==> config.mk <==
export PLATFORM = sky130hd
export DESIGN_NAME = string_find_replace
export DESIGN_NICKNAME = d
export VERILOG_FILES = /design/src/sv/sfr_pkg.sv /design/src/sv/string_find_replace.sv
export SDC_FILE = /design/constraint.sdc
export NUM_CORES = 1
export LEC_CHECK = 0
export ABC_AREA = 1
export BUFFER_PORTS_ARGS = -buffer_cell sky130_fd_sc_hd__buf_2
export CAP_MARGIN = 30
export CELL_PAD_IN_SITES_DETAIL_PLACEMENT = 1
export CELL_PAD_IN_SITES_GLOBAL_PLACEMENT = 1
export CORE_MARGIN = 1.5
export CORE_UTILIZATION = 49
export CTS_CLUSTER_DIAMETER = 40
export CTS_CLUSTER_SIZE = 20
export DETAILED_ROUTE_END_ITERATION = 16
export PLACE_DENSITY_LB_ADDON = 0.08
export SYNTH_ARGS = -nofsm -noshare
export SYNTH_HDL_FRONTEND = slang
export SYNTH_SLANG_ARGS = --single-unit
==> constraint.sdc <==
create_clock -name aclk -period 9.6 [get_ports aclk]
set_input_delay 0.48 -clock aclk [delete_from_list [all_inputs] [get_ports aclk]]
set_output_delay 0.48 -clock aclk [all_outputs]
set_load 0.005 [all_outputs]
==> src/sv/sfr_pkg.sv <==
// Shared constants, types and helper functions for the string find-and-replace block.
package sfr_pkg;

    localparam int MAX_PATTERN = 8;
    localparam int LENGTH_BITS = 16;
    localparam int BYTE_W      = 8;
    localparam int WIN_W       = MAX_PATTERN * BYTE_W;
    localparam int TEXT_W      = 64;
    localparam int BUF_W       = 64;
    localparam int MAX_REPL    = 8;
    localparam int CFG_ADDR_W  = 3;
    localparam int PROJ_W      = 22;
    localparam int PROJ_FLOOR_I = -1048576;

    localparam logic signed [PROJ_W-1:0] PROJ_FLOOR = PROJ_W'(PROJ_FLOOR_I);
    localparam logic [LENGTH_BITS-1:0]   COUNT_MAX  = '1;

    typedef enum logic [CFG_ADDR_W-1:0] {
        REG_PATTERN_TEXT       = 3'd0,
        REG_PATTERN_LENGTH     = 3'd1,
        REG_REPLACEMENT_TEXT   = 3'd2,
        REG_REPLACEMENT_LENGTH = 3'd3,
        REG_INPUT_LENGTH       = 3'd4,
        REG_OUTPUT_CAPACITY    = 3'd5
    } cfg_reg_t;

    // Pattern lengths of zero act as one, lengths beyond the window act as the window size.
    function automatic logic [3:0] clamp_pattern_length(input logic [3:0] len);
        logic [3:0] res;
        if (len == 4'd0) begin
            res = 4'd1;
        end else if (len > 4'(MAX_PATTERN)) begin
            res = 4'(MAX_PATTERN);
        end else begin
            res = len;
        end
        return res;
    endfunction

    function automatic logic [WIN_W-1:0] byte_mask(input logic [3:0] len);
        logic [WIN_W-1:0] mask;
        mask = '0;
        for (int i = 0; i < MAX_PATTERN; i++) begin
            if (4'(i) < len) begin
                mask[BYTE_W*i +: BYTE_W] = '1;
            end
        end
        return mask;
    endfunction

endpackage

==> src/sv/string_find_replace.sv <==
// Top level of the streaming string find-and-replace block.
//
// Usage: configuration registers are written through cfg_we/cfg_addr/cfg_wdata while the
// block is idle. Input bytes arrive on the s_ channel (valid/ready), one byte per transfer,
// with s_is_final marking the last byte of a string. Output bytes leave on the m_ channel
// (valid/ready), one byte per transfer; the last transfer of a string has m_end_of_string
// high and carries the replacement count. A string whose output would be empty ends with a
// bare marker that has m_byte_valid low.
// Latency: the results of an accepted byte appear on the m_ channel in the next cycle.
// Throughput: one input byte per cycle while each byte yields at most one output byte and
// m_ready is high. A byte that yields k output bytes (a replacement, a window flush or a
// capacity fallback, k up to 8) holds the next input back until its last output byte goes
// out: the single output lane drains the buffer one byte per cycle while m_ready is high.
// Reset (aresetn low, synchronous) returns the registers to their defaults, clears the
// stream state and empties the result buffer.
// When the receiver stalls, the buffered results hold. s_ready is low while more than one
// byte is buffered, and with one byte left it follows m_ready.
module string_find_replace (
    input  logic                            aclk,
    input  logic                            aresetn,
    input  logic                            cfg_we,
    input  logic [sfr_pkg::CFG_ADDR_W-1:0]  cfg_addr,
    input  logic [sfr_pkg::TEXT_W-1:0]      cfg_wdata,
    input  logic                            s_valid,
    output logic                            s_ready,
    input  logic [7:0]                      s_in_byte,
    input  logic                            s_is_final,
    output logic                            m_valid,
    input  logic                            m_ready,
    output logic [7:0]                      m_out_byte,
    output logic                            m_byte_valid,
    output logic                            m_end_of_string,
    output logic [sfr_pkg::LENGTH_BITS-1:0] m_replace_count
);

    logic [sfr_pkg::TEXT_W-1:0] pattern_text_reg;
    logic [3:0]                 pattern_length_reg;
    logic [sfr_pkg::TEXT_W-1:0] replacement_text_reg;
    logic [3:0]                 replacement_length_reg;
    logic [15:0]                input_length_reg;
    logic [16:0]                output_capacity_reg;

    logic [sfr_pkg::WIN_W-1:0]        win_reg, win_next;
    logic [2:0]                       fill_reg, fill_next;
    logic [sfr_pkg::LENGTH_BITS-1:0]  count_reg, count_next;
    logic signed [sfr_pkg::PROJ_W-1:0] proj_reg, proj_next;
    logic                             copy_reg, copy_next;
    logic                             open_reg, open_next;
    logic [3:0]                       act_reg, act_next;

    logic [sfr_pkg::BUF_W-1:0]        buf_reg;
    logic [3:0]                       cnt_reg;
    logic                             bvalid_reg;
    logic                             eos_reg;
    logic [sfr_pkg::LENGTH_BITS-1:0]  rcount_reg;

    logic [3:0]                        cur_len;
    logic signed [sfr_pkg::PROJ_W-1:0] cur_proj;
    logic [3:0]                        r_eff;
    logic [sfr_pkg::WIN_W-1:0]         w;
    logic [3:0]                        nfill;
    logic                              full;
    logic                              hit;
    logic                              fit;
    logic signed [sfr_pkg::PROJ_W-1:0] cand;
    logic signed [sfr_pkg::PROJ_W-1:0] limit;
    logic [sfr_pkg::BUF_W-1:0]         res_data;
    logic [3:0]                        res_cnt;
    logic                              res_bvalid;
    logic [sfr_pkg::LENGTH_BITS-1:0]   rep_count;
    logic                              s_xfer;
    logic                              m_xfer;
    logic                              last_out;

    assign s_xfer   = s_valid && s_ready;
    assign m_xfer   = m_valid && m_ready;
    assign s_ready  = (cnt_reg == 4'd0) || ((cnt_reg == 4'd1) && m_ready);
    assign m_valid  = (cnt_reg != 4'd0);
    assign last_out = eos_reg && (cnt_reg == 4'd1);

    assign m_out_byte      = buf_reg[7:0];
    assign m_byte_valid    = bvalid_reg;
    assign m_end_of_string = last_out;
    assign m_replace_count = last_out ? rcount_reg : '0;

    always_comb begin
        cur_len  = open_reg ? act_reg : sfr_pkg::clamp_pattern_length(pattern_length_reg);
        cur_proj = open_reg ? proj_reg
                            : $signed({{(sfr_pkg::PROJ_W-16){1'b0}}, input_length_reg});
        r_eff    = (replacement_length_reg > 4'(sfr_pkg::MAX_REPL))
                   ? 4'(sfr_pkg::MAX_REPL) : replacement_length_reg;

        w = win_reg;
        w[sfr_pkg::BYTE_W*fill_reg +: sfr_pkg::BYTE_W] = s_in_byte;
        nfill = {1'b0, fill_reg} + 4'd1;
        full  = (nfill >= cur_len);
        hit   = (((w ^ pattern_text_reg[sfr_pkg::WIN_W-1:0]) & sfr_pkg::byte_mask(cur_len))
                 == '0);
        cand  = cur_proj + $signed({{(sfr_pkg::PROJ_W-4){1'b0}}, r_eff})
                         - $signed({{(sfr_pkg::PROJ_W-4){1'b0}}, cur_len});
        limit = $signed({{(sfr_pkg::PROJ_W-17){1'b0}}, output_capacity_reg})
                - $signed(sfr_pkg::PROJ_W'(1));
        fit   = (cand <= limit);

        win_next   = win_reg;
        fill_next  = fill_reg;
        count_next = count_reg;
        proj_next  = cur_proj;
        copy_next  = copy_reg;
        open_next  = 1'b1;
        act_next   = cur_len;
        res_data   = '0;
        res_cnt    = 4'd0;
        res_bvalid = 1'b1;

        if (copy_reg) begin
            res_data[7:0] = s_in_byte;
            res_cnt       = 4'd1;
        end else begin
            win_next = w;
            fill_next = nfill[2:0];
            res_data[sfr_pkg::WIN_W-1:0] = w;
            if (full) begin
                if (hit && fit) begin
                    res_data  = replacement_text_reg[sfr_pkg::BUF_W-1:0];
                    res_cnt   = r_eff;
                    fill_next = 3'd0;
                    if (count_reg != sfr_pkg::COUNT_MAX) begin
                        count_next = count_reg + 1'b1;
                    end
                    proj_next = (cand < sfr_pkg::PROJ_FLOOR) ? sfr_pkg::PROJ_FLOOR : cand;
                end else if (hit) begin
                    res_cnt   = cur_len;
                    fill_next = 3'd0;
                    copy_next = 1'b1;
                end else begin
                    res_cnt   = s_is_final ? cur_len : 4'd1;
                    win_next  = w >> sfr_pkg::BYTE_W;
                    fill_next = 3'(cur_len - 4'd1);
                end
            end else begin
                res_cnt = s_is_final ? nfill : 4'd0;
            end
        end

        rep_count = count_next;

        if (s_is_final) begin
            if (res_cnt == 4'd0) begin
                res_cnt    = 4'd1;
                res_bvalid = 1'b0;
                res_data   = '0;
            end
            fill_next  = 3'd0;
            count_next = '0;
            copy_next  = 1'b0;
            open_next  = 1'b0;
        end
    end

    always_ff @(posedge aclk) begin
        if (!aresetn) begin
            pattern_text_reg       <= '0;
            pattern_length_reg     <= 4'd1;
            replacement_text_reg   <= '0;
            replacement_length_reg <= 4'd0;
            input_length_reg       <= '0;
            output_capacity_reg    <= 17'd1;
        end else if (cfg_we) begin
            unique case (cfg_addr)
                sfr_pkg::REG_PATTERN_TEXT:       pattern_text_reg       <= cfg_wdata;
                sfr_pkg::REG_PATTERN_LENGTH:     pattern_length_reg     <= cfg_wdata[3:0];
                sfr_pkg::REG_REPLACEMENT_TEXT:   replacement_text_reg   <= cfg_wdata;
                sfr_pkg::REG_REPLACEMENT_LENGTH: replacement_length_reg <= cfg_wdata[3:0];
                sfr_pkg::REG_INPUT_LENGTH:       input_length_reg       <= cfg_wdata[15:0];
                sfr_pkg::REG_OUTPUT_CAPACITY:    output_capacity_reg    <= cfg_wdata[16:0];
                default: ;
            endcase
        end
    end

    always_ff @(posedge aclk) begin
        if (!aresetn) begin
            fill_reg  <= 3'd0;
            count_reg <= '0;
            proj_reg  <= '0;
            copy_reg  <= 1'b0;
            open_reg  <= 1'b0;
            act_reg   <= 4'd1;
            cnt_reg   <= 4'd0;
        end else begin
            if (s_xfer) begin
                fill_reg   <= fill_next;
                count_reg  <= count_next;
                proj_reg   <= proj_next;
                copy_reg   <= copy_next;
                open_reg   <= open_next;
                act_reg    <= act_next;
                cnt_reg    <= res_cnt;
            end else if (m_xfer) begin
                cnt_reg <= cnt_reg - 4'd1;
            end
        end
    end

    always_ff @(posedge aclk) begin
        if (s_xfer) begin
            win_reg    <= win_next;
            buf_reg    <= res_data;
            bvalid_reg <= res_bvalid;
            eos_reg    <= s_is_final;
            rcount_reg <= rep_count;
        end else if (m_xfer) begin
            buf_reg <= buf_reg >> sfr_pkg::BYTE_W;
        end
    end

`ifndef SYNTH
    a_ready_only_near_empty: assert property (@(posedge aclk) disable iff (!aresetn)
        (cnt_reg > 4'd1) |-> !s_ready)
        else $error("input accepted while result buffer still holds several bytes");

    a_final_clears_stream: assert property (@(posedge aclk) disable iff (!aresetn)
        (s_valid && s_ready && s_is_final) |=> (!open_reg && fill_reg == 3'd0 && !copy_reg))
        else $error("stream state not cleared after final byte");

    a_copy_empty_window: assert property (@(posedge aclk) disable iff (!aresetn)
        copy_reg |-> (fill_reg == 3'd0))
        else $error("window not empty in copy mode");

    a_fill_below_length: assert property (@(posedge aclk) disable iff (!aresetn)
        open_reg |-> ({1'b0, fill_reg} < act_reg))
        else $error("window fill reached pattern length between bytes");

    a_bare_marker_ends: assert property (@(posedge aclk) disable iff (!aresetn)
        (m_valid && !m_byte_valid) |-> (m_end_of_string && cnt_reg == 4'd1))
        else $error("bare marker is not the last transfer of a string");
`endif

endmodule
==> results.yml <==
clock_network:
  cts_root_buffer: "clkbuf_16"
  cts_max_path_buffers: 3
  cts_buffers: 67
  cts_setup_buffers: 0
  clk_latency_ps: 600
  ctsHoldBuffers: 0
  ctsResizeCount: 0
  cts.clk_slew.worst_paths_ps: 50
  h-tree-depth: 3
  cts.sinks: 366
  cts_tree: "built"
placed_design:
  io_buffers: 108
  placed_area_um2: 21100
  hpwl_mm: 51.23
  dp.cells: 3308
  finalWeightedCongestion: 0.9156
logic_synthesis:
  synth_nets: 2932
  yosysSeqAreaShare_pct: 43.34
  netlist_area_um2: 20280
  synth_cell_types: 44
  syn_inst: 2790
  ys_seq_elements: 366
  ys_warn_count: 0
  syn_avg_cell_area_um2: 7.269
setup_path:
  critPathLaunchType: "flop"
  slowest_stage: "inv_2"
  rrSetupSlack_ps: 1520
  path_class: "flop to flop"
  cp-startpoint: "open_reg"
  slowest_delay_ps: 670
  cp_data_required_time_ps: 9920
  r2r-start: "open_reg"
  crit_path_end_kind: "flop"
  path_max_fanout: 66
  arrival_ps: 8400
  reg2reg_depth: 31
  rr_endpoint: "buf_reg[52]"
global_route:
  grt_pass1_wl_mm: 113.6
  grt_pass1_vias: 20230
  antenna_found_initial: 4
  grt_max_degree: 96
  overflow: 0
  grt_usage_pct: 34.92
final_layout:
  final_area_um2: 23460
  mostFrequentLayoutCell: "nand2_1"
  num-fill-cells: 5127
  nets: 2987
  diodes: 0
  layout-drive-gt1-share_pct: 10.25
  areaGrowthSynthToFinish_pct: 15.69
  fin_cells: 3430
  layout_common_cells: "nand2_1, nor2_1, o21ai_0"
hold_path:
  holdPathStages: 3
  min_to: "pattern_text_reg[23]"
  hp-class: "primary input to flop"
  holdCritStartpoint: "cfg_wdata[23]"
drt:
  drt_iter0_drc: 1578
  vias: 20070
  viasPerCell: 5.850
  wirelength_mm: 74.27
  firstDrtPassIters: 6
  ant_nets: 0
  wire_per_inst_um: 21.65
  drc_errors: 0
timing:
  tns_ps: 0
  slew_headroom_pct: 36.19
  worst_pin_slew_ps: 957.1
  fin_crit_sh_pct: 84.19
  clock_skew_ps: 33.04
  holdWs_ps: 142.2
  drv_slew: 0
  setup-violations-final: 0
  rsz0062_at_grt: "no"
  max_freq_ghz: 0.1237
  hold_viol_final: 0
  final_period_minus_worst_setup_slack_ps: 8082
pwr:
  p_leak_nw: 10.18
  ir_drop_uv: 164.8
  power_density_nw_per_um2: 338.3
  finalPower_mw: 7.937
floorplan:
  rows: 74
  die_height_um: 206.4
  core_area_um2: 40830
  start_util_pct: 49.67
  dieArea_um2: 42620
  io_pins: 109
  dieWidth_um: 206.4
status:
  status: "completed"
job:
  cap_viol_max_count: 0
worst max path at each step:
| stage | endpoint | slack (ps) | depth (start not counted) |
|---|---|---|---|
| 2_1_floorplan | cnt_reg[2] | 3030 | 8 |
| 3_3_place_gp | buf_reg[24] | 2110 | 33 |
| 3_5_place_dp | buf_reg[24] | 1690 | 33 |
| 4_1_cts | buf_reg[33] | 1580 | 33 |
| 5_1_grt | buf_reg[52] | 810 | 31 |
| 6_report | buf_reg[52] | 1520 | 31 |
layout make-up:
cell class / count / area [µm²] / area share, %
Multi-Input combinational cell: 2023 / 9920 / 42.28
Sequential cell: 366 / 8788 / 37.46
Clock buffer: 84 / 1918 / 8.176
Inverter: 257 / 965.9 / 4.117
Timing Repair Buffer: 130 / 764.5 / 3.258
Tap cell: 532 / 665.6 / 2.837
Clock inverter: 38 / 439.2 / 1.872
cells in the mapped netlist:
library cell / number / area, µm²
nand2_1: 617 / 2316
nor2_1: 351 / 1318
o21ai_0: 350 / 1752
inv_1: 242 / 908.4
dfxtp_1: 220 / 4404
a21oi_1: 218 / 1091
nand3_1: 197 / 986.0
edfxtp_1: 146 / 4384
clkbuf_1: 96 / 360.4
ha_1: 57 / 713.2
o21ai_1: 47 / 235.2
xor2_1: 29 / 254.0
buf_2: 25 / 125.1
nand3b_1: 22 / 165.2
xnor2_1: 21 / 183.9
nand4_1: 17 / 106.4
or2_2: 14 / 87.58
buf_4: 13 / 97.59
nor3_1: 13 / 65.06
inv_2: 12 / 45.04
a31oi_1: 10 / 62.56
nor2_2: 7 / 43.79
o211ai_1: 7 / 52.55
buf_1: 6 / 22.52
nor2_4: 6 / 67.56
o22ai_1: 6 / 37.54
nand2_2: 5 / 31.28
buf_6: 4 / 45.04
fa_1: 4 / 80.08
mux2i_1: 4 / 40.04
o21bai_1: 4 / 30.03
clkinv_1: 3 / 11.26
nand3_2: 3 / 30.03
nor3b_1: 2 / 15.01
o21a_1: 2 / 15.01
o31ai_1: 2 / 15.01
a21boi_0: 1 / 7.510
and2_1: 1 / 6.260
nand3_4: 1 / 17.52
nand4_4: 1 / 21.27
nor4_1: 1 / 6.260
o221ai_1: 1 / 8.760
o311ai_0: 1 / 8.760
or3_1: 1 / 6.260
kinds of logic after synthesis:
kind of cell               share of synthesized area (%)
buffers and inverters                              7.965
muxes                                             0.1974
and+or+nand+nor                                    26.08
DFF                                                43.34
AOI/OAI and AO/OA                                  16.35
xor gates and xnor gates                           2.159
adders and majority gates                          3.912
critical path: cells and delay by family, from the launching register on:
kind | cells | cell delay, ps
AO/OA/AOI/OAI | 10 | 2320
AND/OR/NAND/NOR | 10 | 1330
XOR/XNOR | 1 | 190
adder cells (fa/ha/maj) | 3 | 1170
flip-flops | 1 | 300
buffers and inverters | 7 | 2440
where the power goes:
part / switching (mW) / total [mW] / internal (mW)
sequential: 0.157 / 2.32 / 2.17
combinational: 2.18 / 3.13 / 0.958
clock: 0.866 / 2.48 / 1.61
per-layer routing:
metal	vias up	GRT usage (%)	part of all wire, %
li1	9373	-	-
met1	9815	46.40	43
met2	689	56.01	45
met3	184	6.591	7.7
met4	4	13.69	3.9
met5	-	0	0.036
metrics by stage:
| step | utilization, % | setup slack (ps) |
|---|---|---|
| after CTS | 57.46 | 1584 |
| after global routing | 57.46 | 813.2 |
| after global placement | 51.47 | 2112 |
| final | 57.46 | 1518 |
| after detailed placement | 51.69 | 1691 |
| after floorplan | - | 3031 |
No activity file was read; power rests on OpenSTA's default activity.
